**src/rtl/assert_macros.svh**
```systemverilog
// assertion macros used by the rtl top file
// no dependencies; define NO_ASSERTIONS to drop every check
`ifndef ASSERT_MACROS_SVH
`define ASSERT_MACROS_SVH

`ifndef NO_ASSERTIONS
// property checked on every rising clock edge outside reset
`define ASSERT_CLK(lbl, clk, rst_n, prop) \
	lbl: assert property (@(posedge clk) disable iff (!rst_n) prop) \
	else $error("assertion failed");
// condition that must never hold outside reset
`define ASSERT_NEVER(lbl, clk, rst_n, expr) \
	lbl: assert property (@(posedge clk) disable iff (!rst_n) !(expr)) \
	else $error("forbidden condition seen");
`else
`define ASSERT_CLK(lbl, clk, rst_n, prop)
`define ASSERT_NEVER(lbl, clk, rst_n, expr)
`endif

`endif

```
**src/rtl/pecm_pkg.sv**
```systemverilog
// shared types, constants and tables of the pose to camera matrices block
// no dependencies; used by every module of the block
package pecm_pkg;

	localparam logic [17:0] FOV_MAX       = 18'd205887;
	localparam logic [13:0] IMG_SIZE_RST  = 14'd518;
	localparam logic [3:0]  REG_IMAGE_HEIGHT = 4'd0;
	localparam logic [3:0]  REG_IMAGE_WIDTH  = 4'd1;
	localparam logic [1:0]  ROW_INTRINSIC = 2'd3;
	localparam logic [31:0] SAT_POS       = 32'h7fff_ffff;
	localparam logic [4:0]  CORDIC_LAST   = 5'd29;
	localparam logic [4:0]  DIV_LAST      = 5'd30;

	// one pose after classification
	typedef struct packed {
		logic [2:0][31:0] trans;
		logic [3:0][31:0] mag;
		logic [3:0]       neg;
		logic [31:0]      mag_max;
		logic             zero;
		logic [1:0][17:0] fov;
	} pose_t;

	// queue head as seen by the engine
	typedef struct packed {
		logic  valid;
		pose_t pose;
	} q_stat_t;

	typedef struct packed {
		logic        start;
		logic [63:0] dividend;
		logic [42:0] divisor;
	} div_req_t;

	typedef struct packed {
		logic        busy;
		logic        done;
		logic [31:0] quotient;
	} div_rsp_t;

	typedef enum logic [3:0] {
		ST_IDLE,
		ST_NORM,
		ST_PROD,
		ST_DIV_SET,
		ST_DIV_RUN,
		ST_DOT,
		ST_DOT_END,
		ST_CORD,
		ST_FOC_MUL,
		ST_FOC_DIV,
		ST_DONE
	} eng_state_t;

	// arctangent of 2^-i in Q30
	function automatic logic [29:0] atan_q30(input logic [4:0] idx);
		logic [29:0] v;
		case (idx)
			5'd0: v = 30'd843314857;
			5'd1: v = 30'd497837829;
			5'd2: v = 30'd263043837;
			5'd3: v = 30'd133525159;
			5'd4: v = 30'd67021687;
			5'd5: v = 30'd33543516;
			5'd6: v = 30'd16775851;
			5'd7: v = 30'd8388437;
			5'd8: v = 30'd4194283;
			5'd9: v = 30'd2097149;
			5'd10: v = 30'd1048576;
			5'd11: v = 30'd524288;
			5'd12: v = 30'd262144;
			5'd13: v = 30'd131072;
			5'd14: v = 30'd65536;
			5'd15: v = 30'd32768;
			5'd16: v = 30'd16384;
			5'd17: v = 30'd8192;
			5'd18: v = 30'd4096;
			5'd19: v = 30'd2048;
			5'd20: v = 30'd1024;
			5'd21: v = 30'd512;
			5'd22: v = 30'd256;
			5'd23: v = 30'd128;
			5'd24: v = 30'd64;
			5'd25: v = 30'd32;
			5'd26: v = 30'd16;
			5'd27: v = 30'd8;
			5'd28: v = 30'd4;
			5'd29: v = 30'd2;
			default: v = 30'd0;
		endcase
		return v;
	endfunction

endpackage

```
**src/rtl/pecm_div.sv**
```systemverilog
// shared restoring divider, one quotient bit per cycle, 31 bits, saturating
// depends on pecm_pkg
module pecm_div (
	input  logic               clk,
	input  logic               arst_n,
	input  pecm_pkg::div_req_t req,
	output pecm_pkg::div_rsp_t rsp
);
	import pecm_pkg::*;

	logic        busy_q;
	logic        done_q;
	logic [4:0]  stp_q;
	logic        sat_q;
	logic [42:0] rem_q;
	logic [30:0] lo_q;
	logic [30:0] quo_q;
	logic [42:0] dvs_q;
	logic [42:0] hi_c;
	logic [43:0] trial;
	logic        fits;

	assign hi_c  = {10'd0, req.dividend[63:31]};
	assign trial = {rem_q, lo_q[30]};
	assign fits  = (trial >= {1'b0, dvs_q});

	// step control
	always_ff @(posedge clk or negedge arst_n) begin
		if (!arst_n) begin
			busy_q <= 1'b0;
			done_q <= 1'b0;
			stp_q  <= 5'd0;
		end else begin
			done_q <= 1'b0;
			if (req.start) begin
				busy_q <= 1'b1;
				stp_q  <= 5'd0;
			end else if (busy_q) begin
				stp_q <= stp_q + 5'd1;
				if (stp_q == DIV_LAST) begin
					busy_q <= 1'b0;
					done_q <= 1'b1;
				end
			end
		end
	end

	// remainder and quotient
	always_ff @(posedge clk) begin
		if (req.start) begin
			sat_q <= (hi_c >= req.divisor);
			rem_q <= (hi_c >= req.divisor) ? 43'd0 : hi_c;
			lo_q  <= req.dividend[30:0];
			dvs_q <= req.divisor;
			quo_q <= 31'd0;
		end else if (busy_q) begin
			rem_q <= fits ? 43'(trial - {1'b0, dvs_q}) : trial[42:0];
			quo_q <= {quo_q[29:0], fits};
			lo_q  <= {lo_q[29:0], 1'b0};
		end
	end

	assign rsp.busy     = busy_q;
	assign rsp.done     = done_q;
	assign rsp.quotient = sat_q ? SAT_POS : {1'b0, quo_q};

endmodule

```
**config.mk**
```make
export PLATFORM = sky130hd
export DESIGN_NAME = pecm_div
export DESIGN_NICKNAME = d
export VERILOG_FILES = /design/src/rtl/assert_macros.svh /design/src/rtl/pecm_pkg.sv /design/src/rtl/pecm_div.sv
export SDC_FILE = /design/constraint.sdc
export NUM_CORES = 1
export LEC_CHECK = 0
export ABC_AREA = 1
export BUFFER_PORTS_ARGS = -buffer_cell sky130_fd_sc_hd__buf_2
export CAP_MARGIN = 30
export CORE_MARGIN = 2
export CORE_UTILIZATION = 64
export CTS_BUF_LIST = sky130_fd_sc_hd__clkbuf_8 sky130_fd_sc_hd__clkbuf_16
export CTS_CLUSTER_DIAMETER = 150
export DETAILED_ROUTE_END_ITERATION = 10
export GPL_ROUTABILITY_DRIVEN = 0
export GPL_TIMING_DRIVEN = 0
export PLACE_DENSITY = 0.87
export SETUP_SLACK_MARGIN = 0.1
export SLEW_MARGIN = 15
export SYNTH_ARGS = -nofsm -noshare
export SYNTH_HDL_FRONTEND = slang
export SYNTH_SLANG_ARGS = --single-unit
export TNS_END_PERCENT = 30
```
**constraint.sdc**
```tcl
create_clock -name clk -period 7.8 [get_ports clk]
set_clock_uncertainty 0.15 [all_clocks]
set_input_delay 0.39 -clock clk [delete_from_list [all_inputs] [get_ports clk]]
set_output_delay 0.39 -clock clk [all_outputs]
set_load 0.02 [all_outputs]
```
==> results of run 1 <==
-- layout by cell type, fill, tap and decap left out, types with 12 or more instances in the layout --
cell type      count
nand2_1          596
inv_1            327
buf_2            154
edfxtp_1         118
nand3_1          114
nor2_1            92
ha_1              78
a21oi_1           59
nand4_1           50
dlygate4sd3_1     40
dfxtp_1           31
o22ai_1           30
clkbuf_1          20
clkbuf_16         17
o21ai_0           14
xnor2_1           14
nand3b_1          12
-- power by group --
part | switching [mW] | leakage [nW] | internal [mW]
Sequential | 0.0740 | 1.59 | 1.06
Combinational | 1.32 | 5.44 | 0.696
Clock | 0.379 | 0.297 | 0.510
Total | 1.78 | 7.32 | 2.27
-- metal layers --
metal | up-vias | track usage (%) | share of wire [%]
li1 | 5568 | - | -
met1 | 5301 | 45.2 | 36
met2 | 779 | 61.0 | 47
met3 | 171 | 8.76 | 11
met4 | 0 | 20.6 | 5.7
met5 | - | 0 | 0
-- critical path, stage by stage --
cell           delay (ns)
dlygate4sd3_1        0.57
buf_2                0.15
inv_1                0.05
ha_1                 0.32
a21oi_1              0.22
o21ai_0              0.14
a21oi_1              0.25
nand2_1              0.10
nand2_1              0.29
clkbuf_1             0.52
nand4_1              0.20
nand2_1              0.12
-- final cells by class --
class                      instances  area, um^2  area share (%)
multi-input combinational       1100        5520            41.2
sequential                       156        4340            32.3
inverter                         333        1250            9.32
timing repair buffer             184        1160            8.64
clock buffer                      17         425            3.17
tap                              225         282            2.10
buffer                            46         248            1.85
clock inverter                    15         186            1.39
antenna                            1        2.50          0.0187
-- sequential cells by signal, indices dropped and copies added, names as in the netlist --
signal,flops
busy_q,1
dvs_q,43
lo_q,31
rem_q,43
sat_q,1
stp_q,5
done_q,1
quo_q,31
-- path summary, 6_finish.rpt --
kind	slack [ns]	cells past startpoint	end	from
worst max-delay path	4.64	12	rem_q[5]	req[20]
worst min-delay path	0.008	1	dvs_q[18]	req[18]
worst max register to register	4.85	12	rem_q[8]	rem_q[33]
worst min register to register	0.33	1	stp_q[4]	stp_q[4]
max in group asynchronous	7.18	2	stp_q[2]	arst_n
min in group asynchronous	0.16	2	done_q	arst_n
-- kinds of logic (layout without fill, tap and decap cells) --
group	Yosys count	count (layout)	share of synthesized area (%)
XOR/XNOR	15	15	1.16
AO/OA/AOI/OAI	115	115	5.62
flip-flops	156	156	38.2
other	1	2	0.0330
AND/OR/NAND/NOR	890	890	33.1
buffers and inverters	379	595	13.2
adder cells (fa/ha/maj)	79	79	8.77
-- metrics by stage --
step,hold slack (ns),cells,area (um^2),util [%],setup slack (ns)
after floorplan,-0.0556,1635,11400,-,4.34
after global routing,0.00274,2076,13400,77.5,4.47
after global placement,0.0805,2002,12300,71.4,2.29
after detailed placement,0.0792,2004,12400,71.7,4.91
after CTS,0.0000623,2075,13400,77.5,4.70
final,0.00775,2077,13400,77.6,4.64
==> results.cfg, run 1 <==
[outcome]
outcome = completed

[timing]
fin_crit_ns = 3.16
period_share_pct = 40.5
rsz0062_at_grt = false
fin_tns_setup_ns = 0
fmax_mhz = 316
hold_violations = 0
worst_slew_pin_slew_ns = 0.645
finalMaxSlewViolations = 0
finalSetupViolations = 0
slew-limit-headroom_pct = 57.0

[critical_path]
critPathCaptureType = flop
path_class = input port to flop
crit_path_start_kind = input port
worstPathArrival_ns = 3.32
crit_required_ns = 7.96
cp_max_fo = 10

[floorplanning]
die_h_um = 137
die_w_um = 137
start_util_pct = 65.7
num_io_pins = 144
die_area_um2 = 18800
fp-row-count = 48
design.core.area_um2 = 17300

[pwr]
ir_drop_mv = 0.237
power_mw = 4.04
power.leakage_nw = 7.32
powerDensity_nw_per_um2 = 301

[yosys]
syn-cell-area_um2 = 11400
synth-seq-cells = 156
syn-instance-count = 1635
synth_commonest_cells = 596 x nand2_1, 326 x inv_1, 118 x edfxtp_1
ys.flop_type = edfxtp_1
synth_most_common_cell = nand2_1
ys_seq_area_share_pct = 38.2
async_flop_share_pct = 4.49
synthTopCellsByArea = edfxtp_1 31%, nand2_1 20%, inv_1 11%, ha_1 8.6%, dfxtp_1 5.5%
synth.distinct_cells = 40
syn_nets = 1824
syn_avg_cell_area_um2 = 6.95
synth_edf_count = 118
synth_top_cell_area_share_pct = 31.2
yosys_warnings = 0
yosysTopAreaCell = edfxtp_1

[cells_and_area]
final_layout_size_suffix_gt1_share_pct = 12.0
nFillCells = 1183
syn_to_final_growth_pct = 18.1
nets = 2027

[clock_network]
clkSinkCount = 156
clock_path_buffers = 2
insertion_delay_ns = 0.45
htreeDepth = 4
cts.clk_slew.worst_paths_ns = 0.06
cts_tree = yes
cts-hold-fix-buffers = 39
cts_setup_buffers = 0
root_buffer = clkbuf_16
cts_resized = 0
cts_buffers = 17

[routing]
drt_iter0_markers = 1341
drc = 0
ant_nets = 0
wl_mm = 33.9
drtPass1Iterations = 6
vias_per_cell = 5.69
num_vias = 11800
wire_per_inst_um = 16.3

[global_routing]
gr-total-overflow = 0
track_usage_pct = 37.2
antenna_found_initial = 0
grt_pass1_wl_mm = 54.2
grt_max_degree = 50
grt_pass1_vias = 11400

[worst_hold_path]
hold_class = input port to flop

[job]
maxCapViolCount = 0

[placed_design]
io_buffers = 142
place_hpwl_mm = 24.6
Note: power is estimated with default switching activity, not from simulation.
==> inputs of run 2 (changes only) <==
--- a/config.mk
+++ b/config.mk
@@ -9,13 +9,13 @@
 export BUFFER_PORTS_ARGS = -buffer_cell sky130_fd_sc_hd__buf_2
 export CAP_MARGIN = 30
 export CORE_MARGIN = 2
-export CORE_UTILIZATION = 64
+export CORE_UTILIZATION = 60
 export CTS_BUF_LIST = sky130_fd_sc_hd__clkbuf_8 sky130_fd_sc_hd__clkbuf_16
 export CTS_CLUSTER_DIAMETER = 150
 export DETAILED_ROUTE_END_ITERATION = 10
 export GPL_ROUTABILITY_DRIVEN = 0
 export GPL_TIMING_DRIVEN = 0
-export PLACE_DENSITY = 0.87
+export PLACE_DENSITY = 0.82
 export SETUP_SLACK_MARGIN = 0.1
 export SLEW_MARGIN = 15
 export SYNTH_ARGS = -nofsm -noshare
==> constraint.sdc (replaced) <==
create_clock -name clk -period 3 [get_ports clk]
set_clock_uncertainty 0.15 [all_clocks]
set_input_delay 0.15 -clock clk [delete_from_list [all_inputs] [get_ports clk]]
set_output_delay 0.15 -clock clk [all_outputs]
set_load 0.02 [all_outputs]
==> run 2 against run 1 <==
  * The flow now finishes with violations (hold timing)
  * Total power rose to 2.6 times the previous value
  * Core utilization fell by 1.4 points
  * Routed wire length rose by 9.3%
  * Sequential share of layout area fell by 1.8 points
  * Final cell count rose by 4.0%
  * First-iteration DRC count fell by 0.82%
  * Sequential power rose to 2.6 times the previous value
  * Critical path type unchanged
  * Hold slack got worse by 0.031 ns
  * Final area rose by 5.8%
  * Clock-buffer cell count did not move
==> results.cfg, run 2 (synthesized netlist as in run 1, its figures left out) <==
[pwr]
power.leakage_nw = 7.64
netSwitchingPower_mw = 4.67
power.internal_mw = 5.97
seqPwrFrac_pct = 27.7
pwr-share-comb_pct = 50.7
powerDensity_nw_per_um2 = 750
swShare_pct = 43.9
clkPwrFrac_pct = 21.6
ir_drop_mv = 0.491

[timing]
hold_violations = 1
period_share_pct = 93.7
setup_ws_ns = 0.188
rsz0062_at_grt = false
slew-limit-headroom_pct = 59.3
finalSetupViolations = 0
finalMaxSlewViolations = 0
worst_slew_pin_slew_ns = 0.611
fin_crit_ns = 2.81
fmax_mhz = 356
fin_hold_ws_ns = -0.0231

[job]
maxCapViolCount = 0

[global_routing]
antenna_found_initial = 0
track_usage_pct = 36.9
grt_pass1_vias = 11900
grt_pass1_wl_mm = 58.1
grt_max_degree = 44
gr-total-overflow = 0

[critical_path]
crit_required_ns = 3.15
crit_path_start_kind = input port
worstPathArrival_ns = 2.97
cp_max_fo = 10
critPathCaptureType = flop
path_class = input port to flop

[routing]
drt_iter0_markers = 1330
drtPass1Iterations = 8
ant_nets = 0
num_vias = 12200
vias_per_cell = 5.64
wl_mm = 37.1
wire_per_inst_um = 17.2
drc = 0

[cells_and_area]
final_layout_size_suffix_gt1_share_pct = 12.4
syn_to_final_growth_pct = 25.0
final_cell_mix = 596 x nand2_1, 327 x inv_1, 152 x buf_2
n_antenna_cell = 0
reg_top3 = dvs_q (43), rem_q (43)
nets = 2102
stdcell_area_um2 = 14200
final_cells = 2160
final_common_cell = nand2_1

[placed_design]
dp_cells = 2013
pre_cts_ws_ns = 0.157
io_buffers = 142
place_hpwl_mm = 24.1
placed_cell_area_um2 = 12400

[floorplanning]
die_h_um = 142
die_w_um = 142
num_io_pins = 144
fp-row-count = 50
die_area_um2 = 20000
design.core.area_um2 = 18600
start_util_pct = 60.9

[clock_network]
insertion_delay_ns = 0.44
htreeDepth = 4
clkSinkCount = 156
clock_path_buffers = 2
cts.clk_slew.worst_paths_ns = 0.06
root_buffer = clkbuf_16
cts_tree = yes
cts_buffers = 17

[worst_hold_path]
hold_class = input port to flop

[outcome]
violations = hold timing
outcome = complete, but fails checks
[run 2: changes by cell type in the layout (fill, tap and decap cells not counted), sizes merged]
cell | previous run | this run
dlygate4sd3 | 40 | 108
buf | 169 | 174
clkbuf | 38 | 40
inv | 337 | 339
bufinv | 3 | 2
clkinvlp | 3 | 2
diode | 1 | 0
[run 2: area by class of cell]
cell class / count / area, um^2
Multi-Input combinational cell: 1100 / 5560
Fill cell: 1230 / 4450
Sequential cell: 156 / 4340
Timing Repair Buffer: 259 / 1880
Inverter: 333 / 1250
Clock buffer: 17 / 425
Tap cell: 234 / 293
Buffer: 46 / 259
Clock inverter: 15 / 184
[run 2: final timing paths]
path	startpoint	end	slack, ns	cells after the start
worst max-delay path	req[20]	rem_q[25]	0.19	12
worst min-delay path	req[99]	rem_q[25]	-0.02	3
worst max register to register	lo_q[30]	rem_q[28]	0.19	16
worst min register to register	stp_q[4]	stp_q[4]	0.37	1
max in group asynchronous	arst_n	stp_q[0]	1.94	3
min in group asynchronous	arst_n	stp_q[4]	0.52	3
[run 2: power by group through the flow]
stage               sequential (mW)  clock [mW]  combinational, mW
floorplan                      2.92           0               3.72
global placement               2.95           0               4.81
detailed placement             2.97           0               4.92
CTS                            2.93        2.28               5.08
global route                   2.98        2.35               5.97
finish                         2.94        2.30               5.40
[run 2: what timing repair did]
item,in CTS,in global routing
hold endpoints to repair,113,0
resized for setup,0,15
hold buffers,108,0
endpoints found under the setup margin,0,39
setup buffers,0,7
[run 2: critical path, cell delays in order]
cell and delay, ns:
dlygate4sd3_1 0.55, buf_2 0.13, inv_1 0.06, ha_1 0.33
a21oi_1 0.23, o21ai_0 0.15, a21oi_1 0.25, nand2_1 0.11
nand2_1 0.28, clkbuf_1 0.43, nand4_1 0.18, nand2_1 0.11
[run 2: through the flow]
stage / setup TNS, ns / utilization [%] / total power, mW
after floorplan: 0 / - / 6.64
after global placement: -39.55 / 66.3 / 7.76
after detailed placement: 0 / 66.5 / 7.89
after CTS: 0 / 75.6 / 10.3
after global routing: 0 / 76.1 / 11.3
final: 0 / 76.1 / 10.6
[run 2: routing by layer]
layer | share of wire [%] | GRT usage [%]
met5 | 0 | 0
met4 | 5.9 | 21.6
met3 | 10 | 7.09
met2 | 47 | 62.8
met1 | 36 | 43.8
==> inputs of run 3 (changes only) <==
==> constraint.sdc (replaced) <==
create_clock -name clk -period 3.2 [get_ports clk]
set_clock_uncertainty 0.15 [all_clocks]
set_input_delay 0.16 -clock clk [delete_from_list [all_inputs] [get_ports clk]]
set_output_delay 0.16 -clock clk [all_outputs]
set_load 0.02 [all_outputs]
==> run 3 against run 2 <==
  * The run still ends with hold timing left
  * Non-clock buffer count decreased by 7
  * Global-route usage unchanged
  * First-iteration DRC count decreased by 1.1%
  * Clock-buffer cell count unchanged
  * Routed wire length decreased by 0.54%
  * Critical path type is now flop to flop
  * Largest power group unchanged
==> results.cfg, run 3 (synthesized netlist as in run 1, its figures left out) <==
[clock_network]
htreeDepth = 4
clkSinkCount = 156
clock_path_buffers = 2
insertion_delay_ns = 0.44
cts_buffers = 17
cts_tree = yes
root_buffer = clkbuf_16
cts.clk_slew.worst_paths_ns = 0.07

[routing]
drtPass1Iterations = 6
drt_iter0_markers = 1316
num_vias = 12000
wire_per_inst_um = 17.1
drc = 0
ant_nets = 0
wl_mm = 36.9
vias_per_cell = 5.59

[cells_and_area]
final_cell_mix = 596 x nand2_1, 327 x inv_1, 154 x buf_2
reg_top3 = dvs_q (43), rem_q (43)
stdcell_area_um2 = 14100
nFillCells = 1249
fin_util_pct = 75.6
nets = 2095
final_layout_size_suffix_gt1_share_pct = 11.7
final_common_cell = nand2_1
syn_to_final_growth_pct = 24.2

[timing]
rsz0062_at_grt = false
period_share_pct = 93.3
slew-limit-headroom_pct = 59.4
finalSetupViolations = 0
fin_hold_ws_ns = -0.0217
fin_tns_setup_ns = 0
fmax_mhz = 335
fin_crit_ns = 2.98
hold_violations = 1
finalMaxSlewViolations = 0
worst_slew_pin_slew_ns = 0.609

[critical_path]
critPathLaunch = rem_q[34]
critPathCaptureType = flop
crit_path_end = rem_q[3]
crit_path_start_kind = flop
worstPathArrival_ns = 3.02
r2r_end = rem_q[3]
r2r_slack_ns = 0.22
rr_worst_depth = 11
slowest_delay_ns = 0.41
crit_required_ns = 3.24
crit_top_cell = nand2_1
cp_slowest_cell = edfxtp_1
path_class = flop to flop
cp_cell_sequence = ha_1, a21o_1, a21oi_1, o21ai_1, nand2_1, nand2_1, nor2_4, buf_2, nand3_1, nand3_1, nand2_1
reg2reg_from = rem_q[34]
cp_max_fo = 10

[placed_design]
place_hpwl_mm = 24.1
io_buffers = 142
placed_cell_area_um2 = 12400

[global_routing]
grt_pass1_vias = 11900
grt_max_degree = 44
grt_pass1_wl_mm = 58.1
track_usage_pct = 36.9
antenna_found_initial = 0
gr-total-overflow = 0
use_met1_pct = 43.8
met2_usage_pct = 62.8
busiest_layer = met2
use_met3_pct = 7.09

[pwr]
power.leakage_nw = 7.60
power_mw = 9.87
powerDensity_nw_per_um2 = 700
ir_drop_mv = 0.465

[job]
maxCapViolCount = 0

[floorplanning]
start_util_pct = 60.9
die_area_um2 = 20000
num_io_pins = 144
die_w_um = 142
design.core.area_um2 = 18600
fp-row-count = 50
die_h_um = 142

[outcome]
violations = hold timing
outcome = complete, but fails checks

[worst_hold_path]
hold_class = input port to flop
-- run 3: stage by stage --
| step | instances | worst slack (ns) |
|---|---|---|
| after CTS | 2153 | 0.333 |
| after detailed placement | 2013 | 0.357 |
| after global placement | 2011 | -0.304 |
| final | 2154 | 0.215 |
| after floorplan | 1635 | 0.876 |
| after global routing | 2153 | 0.109 |
-- run 3: power breakdown --
group	internal [mW]	leakage, nW	switching, mW	total (mW)
sequential	2.58	1.59	0.175	2.76
clock	1.19	0.297	0.979	2.16
combinational	1.75	5.72	3.20	4.95
-- run 3: worst min-delay path by stage --
stage | start | endpoint | slack [ns] | depth (start not counted)
finish | req[99] | rem_q[25] | -0.02 | 3
global route | req[99] | rem_q[25] | 0.02 | 3
CTS | req[99] | rem_q[25] | 0.01 | 3
detailed placement | arst_n | done_q | -0.15 | 1
global placement | arst_n | done_q | -0.15 | 1
floorplan | arst_n | busy_q | -0.29 | 0
-- run 3: critical path, delay by kind of cell (launching register included) --
| family | cells | cell delay (ns) |
|---|---|---|
| AND/OR/NAND/NOR | 6 | 0.85 |
| adder cells (fa/ha/maj) | 1 | 0.38 |
| AO/OA/AOI/OAI | 3 | 0.60 |
| buffers and inverters | 1 | 0.33 |
| flip-flops | 1 | 0.41 |
-- run 3: per-layer routing --
layer / routed length (um) / share of wire [%]
met1: 13700 / 37
met4: 2130 / 5.8
met2: 17500 / 47
met3: 3600 / 9.8
met5: 0 / 0
-- run 3: layout make-up --
class	instances	area, um^2	area share [%]
Antenna cell	1	2.50	0.0177
Buffer	46	248	1.76
Clock buffer	17	425	3.02
Clock inverter	15	184	1.30
Inverter	333	1250	8.87
Multi-Input combinational cell	1100	5530	39.2
Sequential cell	156	4340	30.8
Tap cell	234	293	2.08
Timing Repair Buffer	252	1830	13.0
-- run 3: repair_timing --
action,in CTS,in global routing
hold endpoints to repair,113,0
setup buffers,0,0
gates resized for setup,0,1
hold buffers,108,0
setup endpoints to repair,0,1
