[config.mk]
export PLATFORM = sky130hd
export DESIGN_NAME = pecm_front_flat
export DESIGN_NICKNAME = d
export VERILOG_FILES = /design/src/rtl/assert_macros.svh /design/src/rtl/pecm_pkg.sv /design/src/rtl/pecm_ifs.sv /design/src/rtl/pecm_front.sv /design/src/flat_wrapper.sv
export SDC_FILE = /design/constraint.sdc
export NUM_CORES = 1
export LEC_CHECK = 0
export ABC_AREA = 0
export BUFFER_PORTS_ARGS = -buffer_cell sky130_fd_sc_hd__buf_2
export CAP_MARGIN = 20
export CORE_AREA = 4 4 313 315
export DETAILED_ROUTE_END_ITERATION = 8
export DIE_AREA = 0 0 317 319
export GPL_TIMING_DRIVEN = 0
export HOLD_SLACK_MARGIN = 0.02
export SLEW_MARGIN = 25
export SYNTH_ARGS = -nofsm -noshare
export SYNTH_HDL_FRONTEND = slang
export SYNTH_SLANG_ARGS = --single-unit
[constraint.sdc]
create_clock -name clk -period 26.4 [get_ports clk]
set_input_delay 1.32 -clock clk [delete_from_list [all_inputs] [get_ports clk]]
set_output_delay 1.32 -clock clk [all_outputs]
set_load 0.02 [all_outputs]
[src/rtl/assert_macros.svh]
// assertion macros used by the rtl top file
// no dependencies; define NO_ASSERTIONS to drop every check
`ifndef ASSERT_MACROS_SVH
`define ASSERT_MACROS_SVH

`ifndef NO_ASSERTIONS
// property checked on every rising clock edge outside reset
`define ASSERT_CLK(lbl, clk, rst_n, prop) \
	lbl: assert property (@(posedge clk) disable iff (!rst_n) prop) \
	else $error("assertion failed");
// condition that must never hold outside reset
`define ASSERT_NEVER(lbl, clk, rst_n, expr) \
	lbl: assert property (@(posedge clk) disable iff (!rst_n) !(expr)) \
	else $error("forbidden condition seen");
`else
`define ASSERT_CLK(lbl, clk, rst_n, prop)
`define ASSERT_NEVER(lbl, clk, rst_n, expr)
`endif

`endif

[src/rtl/pecm_pkg.sv]
// shared types, constants and tables of the pose to camera matrices block
// no dependencies; used by every module of the block
package pecm_pkg;

	localparam logic [17:0] FOV_MAX       = 18'd205887;
	localparam logic [13:0] IMG_SIZE_RST  = 14'd518;
	localparam logic [3:0]  REG_IMAGE_HEIGHT = 4'd0;
	localparam logic [3:0]  REG_IMAGE_WIDTH  = 4'd1;
	localparam logic [1:0]  ROW_INTRINSIC = 2'd3;
	localparam logic [31:0] SAT_POS       = 32'h7fff_ffff;
	localparam logic [4:0]  CORDIC_LAST   = 5'd29;
	localparam logic [4:0]  DIV_LAST      = 5'd30;

	// one pose after classification
	typedef struct packed {
		logic [2:0][31:0] trans;
		logic [3:0][31:0] mag;
		logic [3:0]       neg;
		logic [31:0]      mag_max;
		logic             zero;
		logic [1:0][17:0] fov;
	} pose_t;

	// queue head as seen by the engine
	typedef struct packed {
		logic  valid;
		pose_t pose;
	} q_stat_t;

	typedef struct packed {
		logic        start;
		logic [63:0] dividend;
		logic [42:0] divisor;
	} div_req_t;

	typedef struct packed {
		logic        busy;
		logic        done;
		logic [31:0] quotient;
	} div_rsp_t;

	typedef enum logic [3:0] {
		ST_IDLE,
		ST_NORM,
		ST_PROD,
		ST_DIV_SET,
		ST_DIV_RUN,
		ST_DOT,
		ST_DOT_END,
		ST_CORD,
		ST_FOC_MUL,
		ST_FOC_DIV,
		ST_DONE
	} eng_state_t;

	// arctangent of 2^-i in Q30
	function automatic logic [29:0] atan_q30(input logic [4:0] idx);
		logic [29:0] v;
		case (idx)
			5'd0: v = 30'd843314857;
			5'd1: v = 30'd497837829;
			5'd2: v = 30'd263043837;
			5'd3: v = 30'd133525159;
			5'd4: v = 30'd67021687;
			5'd5: v = 30'd33543516;
			5'd6: v = 30'd16775851;
			5'd7: v = 30'd8388437;
			5'd8: v = 30'd4194283;
			5'd9: v = 30'd2097149;
			5'd10: v = 30'd1048576;
			5'd11: v = 30'd524288;
			5'd12: v = 30'd262144;
			5'd13: v = 30'd131072;
			5'd14: v = 30'd65536;
			5'd15: v = 30'd32768;
			5'd16: v = 30'd16384;
			5'd17: v = 30'd8192;
			5'd18: v = 30'd4096;
			5'd19: v = 30'd2048;
			5'd20: v = 30'd1024;
			5'd21: v = 30'd512;
			5'd22: v = 30'd256;
			5'd23: v = 30'd128;
			5'd24: v = 30'd64;
			5'd25: v = 30'd32;
			5'd26: v = 30'd16;
			5'd27: v = 30'd8;
			5'd28: v = 30'd4;
			5'd29: v = 30'd2;
			default: v = 30'd0;
		endcase
		return v;
	endfunction

endpackage

[src/rtl/pecm_ifs.sv]
// channel interfaces of the pose to camera matrices block
// no dependencies
interface pecm_pose_if;
	logic               valid;
	logic               ready;
	logic signed [31:0] trans_x;
	logic signed [31:0] trans_y;
	logic signed [31:0] trans_z;
	logic signed [31:0] quat_w;
	logic signed [31:0] quat_x;
	logic signed [31:0] quat_y;
	logic signed [31:0] quat_z;
	logic [17:0]        fov_horiz;
	logic [17:0]        fov_vert;
	modport source(output valid, trans_x, trans_y, trans_z, quat_w, quat_x, quat_y, quat_z,
		fov_horiz, fov_vert, input ready);
	modport sink(input valid, trans_x, trans_y, trans_z, quat_w, quat_x, quat_y, quat_z,
		fov_horiz, fov_vert, output ready);
endinterface


[src/rtl/pecm_front.sv]
// front end: accepts poses, classifies the quaternion and fov, queues them
// depends on pecm_pkg and pecm_ifs
module pecm_front (
	input  logic              clk,
	input  logic              arst_n,
	pecm_pose_if.sink         pose,
	input  logic              pop,
	output pecm_pkg::q_stat_t q_stat
);
	import pecm_pkg::*;

	pose_t       ent_q [2];
	logic        wr_ptr_q;
	logic        rd_ptr_q;
	logic [1:0]  cnt_q;
	logic        push;
	pose_t       cls;
	logic [31:0] qv [4];
	logic [31:0] max01;
	logic [31:0] max23;

	assign qv[0] = pose.quat_w;
	assign qv[1] = pose.quat_x;
	assign qv[2] = pose.quat_y;
	assign qv[3] = pose.quat_z;

	// classification: sign, magnitude, largest part, clamped angles
	always_comb begin
		cls.trans[0] = pose.trans_x;
		cls.trans[1] = pose.trans_y;
		cls.trans[2] = pose.trans_z;
		for (int i = 0; i < 4; i++) begin
			cls.neg[i] = qv[i][31];
			cls.mag[i] = qv[i][31] ? (~qv[i] + 32'd1) : qv[i];
		end
		max01 = (cls.mag[0] > cls.mag[1]) ? cls.mag[0] : cls.mag[1];
		max23 = (cls.mag[2] > cls.mag[3]) ? cls.mag[2] : cls.mag[3];
		cls.mag_max = (max01 > max23) ? max01 : max23;
		cls.zero = (cls.mag_max == 32'd0);
		cls.fov[0] = (pose.fov_horiz > FOV_MAX) ? FOV_MAX : pose.fov_horiz;
		cls.fov[1] = (pose.fov_vert > FOV_MAX) ? FOV_MAX : pose.fov_vert;
	end

	assign pose.ready = (cnt_q != 2'd2);
	assign push = pose.valid && pose.ready;

	// queue storage
	always_ff @(posedge clk) begin
		if (push) begin
			ent_q[wr_ptr_q] <= cls;
		end
	end

	// queue pointers and fill level
	always_ff @(posedge clk or negedge arst_n) begin
		if (!arst_n) begin
			wr_ptr_q <= 1'b0;
			rd_ptr_q <= 1'b0;
			cnt_q    <= 2'd0;
		end else begin
			if (push) begin
				wr_ptr_q <= ~wr_ptr_q;
			end
			if (pop) begin
				rd_ptr_q <= ~rd_ptr_q;
			end
			if (push && !pop) begin
				cnt_q <= cnt_q + 2'd1;
			end else if (pop && !push) begin
				cnt_q <= cnt_q - 2'd1;
			end
		end
	end

	assign q_stat.valid = (cnt_q != 2'd0);
	assign q_stat.pose  = ent_q[rd_ptr_q];

endmodule

[src/flat_wrapper.sv]
// flat-port wrapper written by rule: the top's interface ports become plain ports
module pecm_front_flat import pecm_pkg::*;
  (clk, arst_n, pop, q_stat, pose_valid, pose_trans_x, pose_trans_y, pose_trans_z, pose_quat_w, pose_quat_x, pose_quat_y, pose_quat_z, pose_fov_horiz, pose_fov_vert, pose_ready);
  pecm_pose_if pose_i ();
  input  logic clk;
  input  logic arst_n;
  input  logic pop;
  output pecm_pkg::q_stat_t q_stat;
  input wire logic [$bits(pose_i.valid)-1:0] pose_valid;
  input wire logic [$bits(pose_i.trans_x)-1:0] pose_trans_x;
  input wire logic [$bits(pose_i.trans_y)-1:0] pose_trans_y;
  input wire logic [$bits(pose_i.trans_z)-1:0] pose_trans_z;
  input wire logic [$bits(pose_i.quat_w)-1:0] pose_quat_w;
  input wire logic [$bits(pose_i.quat_x)-1:0] pose_quat_x;
  input wire logic [$bits(pose_i.quat_y)-1:0] pose_quat_y;
  input wire logic [$bits(pose_i.quat_z)-1:0] pose_quat_z;
  input wire logic [$bits(pose_i.fov_horiz)-1:0] pose_fov_horiz;
  input wire logic [$bits(pose_i.fov_vert)-1:0] pose_fov_vert;
  output wire logic [$bits(pose_i.ready)-1:0] pose_ready;
  assign pose_i.valid = pose_valid;
  assign pose_i.trans_x = pose_trans_x;
  assign pose_i.trans_y = pose_trans_y;
  assign pose_i.trans_z = pose_trans_z;
  assign pose_i.quat_w = pose_quat_w;
  assign pose_i.quat_x = pose_quat_x;
  assign pose_i.quat_y = pose_quat_y;
  assign pose_i.quat_z = pose_quat_z;
  assign pose_i.fov_horiz = pose_fov_horiz;
  assign pose_i.fov_vert = pose_fov_vert;
  assign pose_ready = pose_i.ready;
  pecm_front u_core (.clk(clk), .arst_n(arst_n), .pose(pose_i), .pop(pop), .q_stat(q_stat));
endmodule
==> impl_metrics.py, run 1 <==
metrics = {
    "timing": {
        "finalMaxSlewViolations": 0,
        "tns_ns": 0,
        "setup_viol": 0,
        "slew_headroom": 0.341,
        "fin_skew_ns": 0.0190,
        "worst_pin_slew_ns": 0.975,
        "layout_min_cycle_time_ns": 11.00,
        "grt_setup_unrepaired": "false",
        "max_freq_mhz": 90.9,
        "hold_viol_final": 0,
        "fin_crit_sh": 0.417,
    },
    "cells_and_area": {
        "nets": 2942,
        "syn_to_final_growth_pct": 25.7,
        "layout-drive-gt1-share": 0.407,
        "nFillCells": 9180,
        "fin_util": 0.375,
    },
    "global_route": {
        "antenna_found_initial": 12,
        "grt_usage": 0.174,
        "grt_remaining_overflow": 0,
        "grt_start_max_net_pins": 47,
        "grt_pass1_wl_um": 128000,
        "grt_pass1_vias": 19200,
    },
    "route": {
        "ant_nets": 0,
        "num_vias": 18700,
        "vias_per_cell": 4.80,
        "drt_first_iter_violations": 1275,
        "wl_um": 91300,
        "first_pass_iters": 5,
        "drc": 0,
        "avgRoutedWirePerCell_um": 23.4,
    },
    "clock_tree": {
        "cts_sinks": 598,
        "hold_buffers": 0,
        "cts_tree": "built",
        "clkTransAtPathRegs_ns": 0.06,
        "cts.path.max_buffers": 3,
        "cts-root-buf": "clkbuf_16",
        "postCtsSetupRepairBufs": 0,
        "cts_max_level": 3,
        "cts_buffers": 71,
        "clk_latency_ns": 0.64,
        "ctsResizeCount": 0,
    },
    "yosys": {
        "synth-edff-count": 594,
        "synthFlopType": "edfxtp_1",
        "syn-cell-area_mm2": 0.0283,
        "syn_nets": 2283,
        "ys_types": 84,
        "synthCells": 1921,
        "ys_warn_count": 0,
        "syn_avg_cell_area_um2": 14.7,
        "seq_area_frac_synth": 0.633,
        "ys_ff_latch": 598,
        "async_flop_share": 0.00669,
    },
    "floorplanning": {
        "num_rows": 113,
        "die_w_um": 317,
        "dieArea_mm2": 0.101,
        "design.core.area_mm2": 0.0949,
        "io_pins": 563,
        "initial_core_util": 0.299,
        "fp.dieH_um": 319,
    },
    "worst_setup_path": {
        "max_stage_delay_ns": 0.59,
        "required_ns": 26.81,
        "cp_data_arrival_time_ns": 11.40,
        "worst_path_most_repeated_cell": "clkbuf_1",
        "reg2reg_slack_ns": 24.01,
        "crit_fanout": 10,
        "cp-start-kind": "input pin",
        "crit_path_end_kind": "flip-flop",
        "timing_worst_setup_path_type": "in2reg",
        "worst_path_max_delay_cell": "clkbuf_1",
    },
    "power_and_ir_drop": {
        "design_power_total_mw": 3.94,
        "p_per_area_mw_per_mm2": 111,
        "p_leak_nw": 13.4,
        "ir_drop_v": 0.0000694,
    },
    "flow_run": {
        "max_cap_viol_count": 0,
    },
    "placed_design": {
        "hpwl_um": 72100,
        "gp_congestion": 0.862,
        "io_buffers": 562,
    },
    "hold_path": {
        "hp-class": "reg2reg",
    },
    "run_status": {
        "status": "complete, no violations",
    },
}
==> cell families (layout without fill, tap and decap cells) <==
family | Yosys count | in the layout | share of synthesized area
adders and majority gates | 99 | 99 | 0.0436
buffers and inverters | 188 | 898 | 0.0261
AOI/OAI and AO/OA | 285 | 285 | 0.0701
other | 0 | 10 | 0
xor gates and xnor gates | 124 | 124 | 0.0395
DFF | 598 | 598 | 0.633
muxes | 323 | 323 | 0.128
and+or+nand+nor | 304 | 304 | 0.0588
==> synthesized netlist by cell type, types with 6 or more instances <==
cell type	number	area, µm²
a211oi_1	9	67.6
a21boi_0	8	60.1
a21o_1	17	128
a21oi_1	53	265
a222oi_1	8	80.1
buf_1	14	52.6
clkbuf_1	50	188
edfxtp_1	594	17800
ha_1	98	1230
inv_1	114	428
mux2_2	308	3470
mux2i_1	11	110
nand2_1	76	285
nand3_1	10	50.1
nand4_1	23	144
nor2_1	58	218
nor2b_1	21	131
nor3_1	14	70.1
nor4_1	10	62.6
o211ai_1	7	52.6
o21ai_0	75	375
o21ai_1	6	30.0
o31ai_1	28	210
o41ai_1	16	140
or2_2	23	144
or3_1	21	131
or4_1	10	75.1
xnor2_1	75	657
xor2_1	46	403
==> final timing paths <==
check | start | endpoint | cells past startpoint
worst max-delay path | pose_quat_w[4] | u_core.ent_q[1][36] | 33
worst min-delay path | u_core.cnt_q[1] | u_core.cnt_q[1] | 1
worst max register to register | u_core.cnt_q[0] | u_core.ent_q[0][137] | 7
worst min register to register | u_core.cnt_q[1] | u_core.cnt_q[1] | 1
max in group asynchronous | arst_n | u_core.wr_ptr_q | 1
min in group asynchronous | arst_n | u_core.cnt_q[1] | 1
==> placed cells by master (no fill, tap or decap), types with 23 or more instances in the layout <==
cell type	n
nand4_1	23
mux2_2	308
edfxtp_1	594
or2_2	23
xnor2_1	75
a21oi_1	53
nand2_1	76
inv_1	114
o31ai_1	28
xor2_1	46
buf_2	566
o21ai_0	75
ha_1	98
clkbuf_16	73
nor2_1	57
clkbuf_1	58
==> report_power, final <==
part | switching [mW] | internal [mW]
clock | 0.396 | 0.539
sequential | 0.0420 | 1.34
combinational | 1.05 | 0.575
==> critical path, delay by kind of cell <==
kind | cells | cell delay (ns)
buffers and inverters | 6 | 2.27
xor gates and xnor gates | 1 | 0.32
adders and majority gates | 2 | 0.68
AOI/OAI and AO/OA | 15 | 3.58
and+or+nand+nor | 9 | 3.21
==> metrics by stage <==
stage / instances / cell area, µm² / hold slack, ns / setup slack, ns
after floorplan: 1921 / 28300 / 0.456 / 11.73
after global placement: 3748 / 32700 / 0.473 / 3.16
after detailed placement: 3772 / 33300 / 0.472 / 14.51
after CTS: 3896 / 35600 / 0.430 / 15.16
after global routing: 3903 / 35600 / 0.448 / 14.69
final: 3906 / 35600 / 0.479 / 15.40
==> per-layer routing <==
layer / track usage / share of wire
met1: 0.206 / 0.40
met2: 0.310 / 0.50
met3: 0.0479 / 0.076
met4: 0.0490 / 0.025
met5: 0 / 0.00012
==> flip-flops by register name (all words and copies together), names as in the netlist <==
register,count
u_core.wr_ptr_q,1
u_core.cnt_q,2
u_core.ent_q,594
u_core.rd_ptr_q,1
==> final cells by class <==
cell class	instances	area [µm²]	area share
Multi-Input combinational cell	1135	9670	0.272
Clock inverter	35	310	0.00872
Sequential cell	598	17900	0.504
Inverter	117	439	0.0123
Tap cell	1265	1580	0.0445
Clock buffer	89	1920	0.0539
Timing Repair Buffer	586	3400	0.0955
Buffer	71	307	0.00861
Antenna cell	10	25.0	0.000703
No activity file was read; power rests on OpenSTA's default activity.
==> run 2, diff against run 1 <==
--- a/config.mk
+++ b/config.mk
@@ -5,12 +5,12 @@
 export SDC_FILE = /design/constraint.sdc
 export NUM_CORES = 1
 export LEC_CHECK = 0
-export ABC_AREA = 0
+export ABC_AREA = 1
 export BUFFER_PORTS_ARGS = -buffer_cell sky130_fd_sc_hd__buf_2
 export CAP_MARGIN = 20
-export CORE_AREA = 4 4 313 315
+export CORE_AREA = 4 4 318 320
 export DETAILED_ROUTE_END_ITERATION = 8
-export DIE_AREA = 0 0 317 319
+export DIE_AREA = 0 0 322 324
 export GPL_TIMING_DRIVEN = 0
 export HOLD_SLACK_MARGIN = 0.02
 export SLEW_MARGIN = 25
==> constraint.sdc (replaced) <==
create_clock -name clk -period 11.2 [get_ports clk]
set_input_delay 0.56 -clock clk [delete_from_list [all_inputs] [get_ports clk]]
set_output_delay 0.56 -clock clk [all_outputs]
set_load 0.02 [all_outputs]
==> run 2 against run 1 <==
Compared with the run above: clock-buffer cell count shrank 1; combinational power grew 140%; global-route usage shrank 0.24 points; core utilization grew 0.077 points; die area grew 3.2%; first-iteration DRC count grew 9.3%; worst hold slack lost 0.35 ns; highest routed layer unchanged; register-to-register slack lost 15 ns; critical endpoint unchanged; clock skew grew 0.0048 ns; sequential share of layout area shrank 1.8 points; final area grew 3.6%.
==> impl_metrics.py, run 2 <==
metrics = {
    "run_status": {
        "status": "complete, no violations",
    },
    "route": {
        "drt_first_iter_violations": 1394,
        "routedLengthMet1_um": 35100,
        "avgRoutedWirePerCell_um": 21.4,
        "vias_per_cell": 4.69,
        "routed.top_layer": "met5",
        "first_pass_iters": 5,
        "num_vias": 20500,
        "wl_um": 93700,
        "dr_wl_met2_um": 46200,
        "ant_nets": 0,
        "met3_length_um": 8980,
        "drc": 0,
    },
    "yosys": {
        "yosysMostFrequentCell": "edfxtp_1",
        "synth-edff-count": 594,
        "syn-cell-area_mm2": 0.0292,
        "ys_warn_count": 0,
        "syn_avg_cell_area_um2": 12.5,
        "ys_top_cells_by_count": "edfxtp_1 (594), nand2_1 (325), mux2_2 (297)",
        "ys_types": 50,
        "seq_area_frac_synth": 0.614,
        "synthTopCellsByArea": "edfxtp_1 (61%), mux2_2 (11%), ha_1 (4.2%)",
        "synthCells": 2345,
        "netlist.area_leader.share": 0.611,
        "syn_nets": 2707,
        "async_flop_share": 0.00669,
        "ys_ff_latch": 598,
        "synthFlopType": "edfxtp_1",
        "synth_top_cell_by_area": "edfxtp_1",
    },
    "flow_run": {
        "max_cap_viol_count": 0,
    },
    "cells_and_area": {
        "largest_reg_flops": 594,
        "reg_top3": "u_core.ent_q (594), u_core.cnt_q (2)",
        "largest-register": "u_core.ent_q",
        "final_cells": 4375,
        "final_common_cell": "edfxtp_1",
        "syn_to_final_growth_pct": 26.3,
        "nets": 3376,
        "finalInstanceArea_mm2": 0.0369,
        "layout_common_cells": "edfxtp_1 (594), buf_2 (565), nand2_1 (325)",
        "layout-drive-gt1-share": 0.355,
    },
    "power_and_ir_drop": {
        "p_per_area_mw_per_mm2": 253,
        "design_power_total_mw": 9.35,
        "p_leak_nw": 14.9,
        "ir_drop_v": 0.000168,
    },
    "placed_design": {
        "place_area_mm2": 0.0345,
        "io_buffers": 562,
        "pre_cts_ws_ns": 2.52,
        "hpwl_um": 75100,
        "gp_congestion": 0.864,
        "placed_cells": 4229,
    },
    "worst_setup_path": {
        "max_stage_delay_ns": 0.68,
        "timing_worst_setup_path_type": "in2reg",
        "reg2reg_slack_ns": 8.61,
        "worst_path_max_delay_cell": "nor3_1",
        "required_ns": 11.56,
        "cp-start-kind": "input pin",
        "reg2reg_depth": 10,
        "critPathBufInv": 7,
        "crit_fanout": 10,
        "cp_data_arrival_time_ns": 8.45,
        "worst_path_most_repeated_cell": "nand2_1",
        "cp_top_family": "simple AND/OR/NAND/NOR gates",
        "crit_path_end_kind": "flip-flop",
        "r2r-end": "u_core.ent_q[0][111]",
        "worst-path-stages": 38,
        "reg2reg_from": "u_core.cnt_q[0]",
    },
    "clock_tree": {
        "cts-root-buf": "clkbuf_16",
        "ctsResizeCount": 0,
        "clk_latency_ns": 0.64,
        "clkTransAtPathRegs_ns": 0.06,
        "cts_buffers": 69,
        "cts_sinks": 598,
        "cts.path.max_buffers": 3,
        "cts_tree": "built",
        "cts_max_level": 3,
    },
    "hold_path": {
        "hold_path_end": "u_core.ent_q[1][254]",
        "hp-class": "in2reg",
        "min-delay-start": "pose_trans_y[21]",
        "whs_path_depth": 1,
    },
    "floorplanning": {
        "num_rows": 115,
        "design.core.area_mm2": 0.0981,
        "die_w_um": 322,
        "io_pins": 563,
        "initial_core_util": 0.298,
        "fp.dieH_um": 324,
        "dieArea_mm2": 0.104,
    },
    "timing": {
        "layout_min_cycle_time_ns": 8.09,
        "max_freq_mhz": 124,
        "hold_viol_final": 0,
        "finalMaxSlewViolations": 0,
        "fin_ws_ns": 3.11,
        "fin_skew_ns": 0.0238,
        "fin_crit_sh": 0.722,
        "worst_pin_slew_ns": 1.00,
        "setup_viol": 0,
        "slew_headroom": 0.324,
        "grt_setup_unrepaired": "false",
    },
    "global_route": {
        "grt_start_max_net_pins": 24,
        "grt_usage": 0.172,
        "grt_pass1_wl_um": 130000,
        "grt_pass1_vias": 20200,
        "grt_remaining_overflow": 0,
        "antenna_found_initial": 32,
    },
}
==> run 2: cell type report <==
class,count,area (µm²)
Sequential cell,598,17900
Multi-Input combinational cell,1426,10000
Inverter,248,931
Fill cell,9602,61200
Clock buffer,88,1900
Buffer,73,335
Clock inverter,40,397
Antenna cell,17,42.5
Tap cell,1287,1610
Timing Repair Buffer,598,3710
==> run 2: what timing repair did <==
action,CTS,global route
endpoints found under the hold margin,4,0
setup buffers,0,0
hold buffers,1,0
==> run 2: worst max path at each step <==
stage                    startpoint                  end
floorplan           u_core.cnt_q[0]   u_core.ent_q[1][0]
global placement         pose_valid  u_core.ent_q[0][73]
finish               pose_quat_x[0]  u_core.ent_q[1][36]
detailed placement   pose_quat_x[0]  u_core.ent_q[1][36]
global route         pose_quat_x[0]  u_core.ent_q[0][36]
CTS                  pose_quat_x[0]  u_core.ent_q[1][36]
==> run 2: kinds of logic (layout without fill, tap and decap cells) <==
family / after synthesis / in the layout / share of synthesized area
mux: 297 / 297 / 0.115
compound gates: 138 / 138 / 0.0276
flops: 598 / 598 / 0.614
simple gates: 781 / 781 / 0.125
other cells: 0 / 17 / 0
xor+xnor: 112 / 112 / 0.0336
fa+ha+maj: 98 / 98 / 0.0420
buf+inv: 321 / 1047 / 0.0433
==> run 2: per-layer routing <==
metal | vias to the layer above | track usage
li1 | 9660 | -
met1 | 9935 | 0.189
met2 | 722 | 0.299
met3 | 174 | 0.0621
met4 | 16 | 0.0758
met5 | - | 0
==> run 2: report_power, final <==
part	switching (mW)	leakage (nW)	total, mW	internal, mW
clock	0.915	1.13	2.28	1.37
sequential	0.0973	5.56	3.24	3.14
combinational	2.44	8.19	3.83	1.39
==> run 2: stage by stage <==
stage,util,TNS [ns],hold slack [ns]
5_1_grt,0.376,0,0.0823
6_report,0.376,0,0.127
3_5_place_dp,0.352,0,0.405
3_3_place_gp,0.343,-1745.76,0.402
2_1_floorplan,-,0,0.264
4_1_cts,0.375,0,0.0643
==> run 3, diff against run 2 <==
==> constraint.sdc (replaced) <==
create_clock -name clk -period 7.8 [get_ports clk]
set_input_delay 0.39 -clock clk [delete_from_list [all_inputs] [get_ports clk]]
set_output_delay 0.39 -clock clk [all_outputs]
set_load 0.02 [all_outputs]
==> run 3 against run 2 <==
Compared with the run above: worst setup slack worse by 2.5 ns; critical path type unchanged; sequential power is 44% higher; total power rose by 44%; register-to-register slack worse by 3.4 ns; critical endpoint unchanged; via count up 1.9%; sequential share of layout area decreased by 1.5 points; sequential cell count unchanged; first-iteration DRC count fell by 1.6%; combinational power grew 45%; final area up 3.2%; die area unchanged.
==> impl_metrics.py, run 3 (synthesis gave the netlist of run 2 again) <==
metrics = {
    "run_status": {
        "status": "complete, no violations",
    },
    "worst_setup_path": {
        "worst_path_most_repeated_cell": "nand2_1",
        "critPathBufInv": 9,
        "max_stage_delay_ns": 0.55,
        "crit_fanout": 10,
        "crit_path_end_kind": "flip-flop",
        "cp-start-kind": "input pin",
        "cp_data_arrival_time_ns": 7.63,
        "worst_path_max_delay_cell": "dlygate4sd3_1",
        "timing_worst_setup_path_type": "in2reg",
        "required_ns": 8.20,
        "cp_top_family": "simple AND/OR/NAND/NOR gates",
    },
    "placed_design": {
        "hpwl_um": 75100,
        "place_area_mm2": 0.0345,
        "io_buffers": 562,
        "gp_congestion": 0.864,
        "pre_cts_ws_ns": -0.714,
    },
    "global_route": {
        "grt_remaining_overflow": 0,
        "antenna_found_initial": 32,
        "grt_pass1_vias": 20800,
        "grt_usage": 0.174,
        "grt_pass1_wl_um": 132000,
        "grt_start_max_net_pins": 24,
    },
    "cells_and_area": {
        "layout_common_cells": "edfxtp_1 (594), buf_2 (565), nand2_1 (325)",
        "nets": 3490,
        "layout-drive-gt1-share": 0.345,
        "reg_top3": "u_core.ent_q (594), u_core.cnt_q (2)",
        "finalInstanceArea_mm2": 0.0381,
        "largest-register": "u_core.ent_q",
        "final_common_cell": "edfxtp_1",
        "largest_reg_flops": 594,
        "syn_to_final_growth_pct": 30.4,
        "fin_util": 0.388,
    },
    "clock_tree": {
        "clkTransAtPathRegs_ns": 0.06,
        "cts.path.max_buffers": 3,
        "cts_buffers": 69,
        "clk_latency_ns": 0.64,
        "cts_max_level": 3,
        "cts_tree": "built",
        "cts-root-buf": "clkbuf_16",
        "cts_sinks": 598,
    },
    "route": {
        "drc": 0,
        "vias_per_cell": 4.66,
        "wl_um": 94800,
        "num_vias": 20900,
        "first_pass_iters": 5,
        "avgRoutedWirePerCell_um": 21.1,
        "drt_first_iter_violations": 1371,
        "ant_nets": 0,
    },
    "floorplanning": {
        "io_pins": 563,
        "fp.dieH_um": 324,
        "design.core.area_mm2": 0.0981,
        "num_rows": 115,
        "die_w_um": 322,
        "dieArea_mm2": 0.104,
        "initial_core_util": 0.298,
    },
    "timing": {
        "fin_skew_ns": 0.0274,
        "setup_viol": 0,
        "finalMaxSlewViolations": 0,
        "fin_ws_ns": 0.574,
        "tns_ns": 0,
        "slew_headroom": 0.314,
        "grt_setup_unrepaired": "false",
        "max_freq_mhz": 138,
        "hold_viol_final": 0,
        "worst_pin_slew_ns": 1.02,
        "fin_crit_sh": 0.926,
        "layout_min_cycle_time_ns": 7.23,
    },
    "power_and_ir_drop": {
        "p_leak_nw": 15.4,
        "p_per_area_mw_per_mm2": 354,
        "ir_drop_v": 0.000243,
    },
    "flow_run": {
        "max_cap_viol_count": 0,
    },
    "hold_path": {
        "hp-class": "in2reg",
    },
}
## run 3: changes by cell type in the layout (fill, tap and decap cells not counted), moves of 2 or more
cell,previous run,this run
xor2_1,96,94
dlygate4sd3_1,1,115
nor3_1,20,18
xor2_2,0,2
clkbuf_1,67,65
nor3_2,4,6
## run 3: repair_timing
| item | CTS | global route |
|---|---|---|
| endpoints found under the hold margin | 231 | 0 |
| setup buffers | 0 | 1 |
| hold buffers | 115 | 0 |
| setup endpoints to repair | 2 | 2 |
| resized for setup | 1 | 9 |
## run 3: path summary, 6_finish.rpt
path	start	endpoint	slack, ns	depth (start not counted)
setup reg to reg	u_core.cnt_q[0]	u_core.ent_q[0][111]	5.20	10
min in group asynchronous	arst_n	u_core.cnt_q[1]	0.15	2
hold / removal	pose_quat_x[0]	u_core.ent_q[0][105]	0.09	1
max in group asynchronous	arst_n	u_core.cnt_q[0]	7.49	2
setup / recovery	pose_quat_z[31]	u_core.ent_q[1][36]	0.57	34
hold reg to reg	u_core.cnt_q[0]	u_core.cnt_q[0]	0.47	1
## run 3: area by class of cell
cell class | instances | area, µm²
Fill cell | 9463 | 60000
Sequential cell | 598 | 17900
Multi-Input combinational cell | 1426 | 10100
Timing Repair Buffer | 713 | 4860
Clock buffer | 88 | 1900
Tap cell | 1287 | 1610
Inverter | 248 | 931
Clock inverter | 40 | 397
Buffer | 72 | 333
Antenna cell | 18 | 45.0
## run 3: layer usage
metal  vias up  track usage  wire length [µm]
met5         -            0               122
met3       170       0.0588              8560
met1     10100        0.193             35800
met2       721        0.304             46900
li1       9891            -                 -
met4        16       0.0780              3480
## run 3: report_power, final
part           leakage (nW)  total [mW]  internal [mW]  switching [mW]
Combinational          8.69        5.57           2.04            3.54
Sequential             5.56        4.65           4.51           0.141
Clock                  1.13        3.28           1.96            1.31
## run 3: per-stage QoR
stage	total power, mW	hold slack, ns	cells
after floorplan	8.17	0.0944	2345
after global placement	10.3	0.232	4194
after CTS	13.7	0.0270	4472
after detailed placement	10.3	0.235	4229
final	13.5	0.0874	4490
after global routing	14.2	0.0427	4482
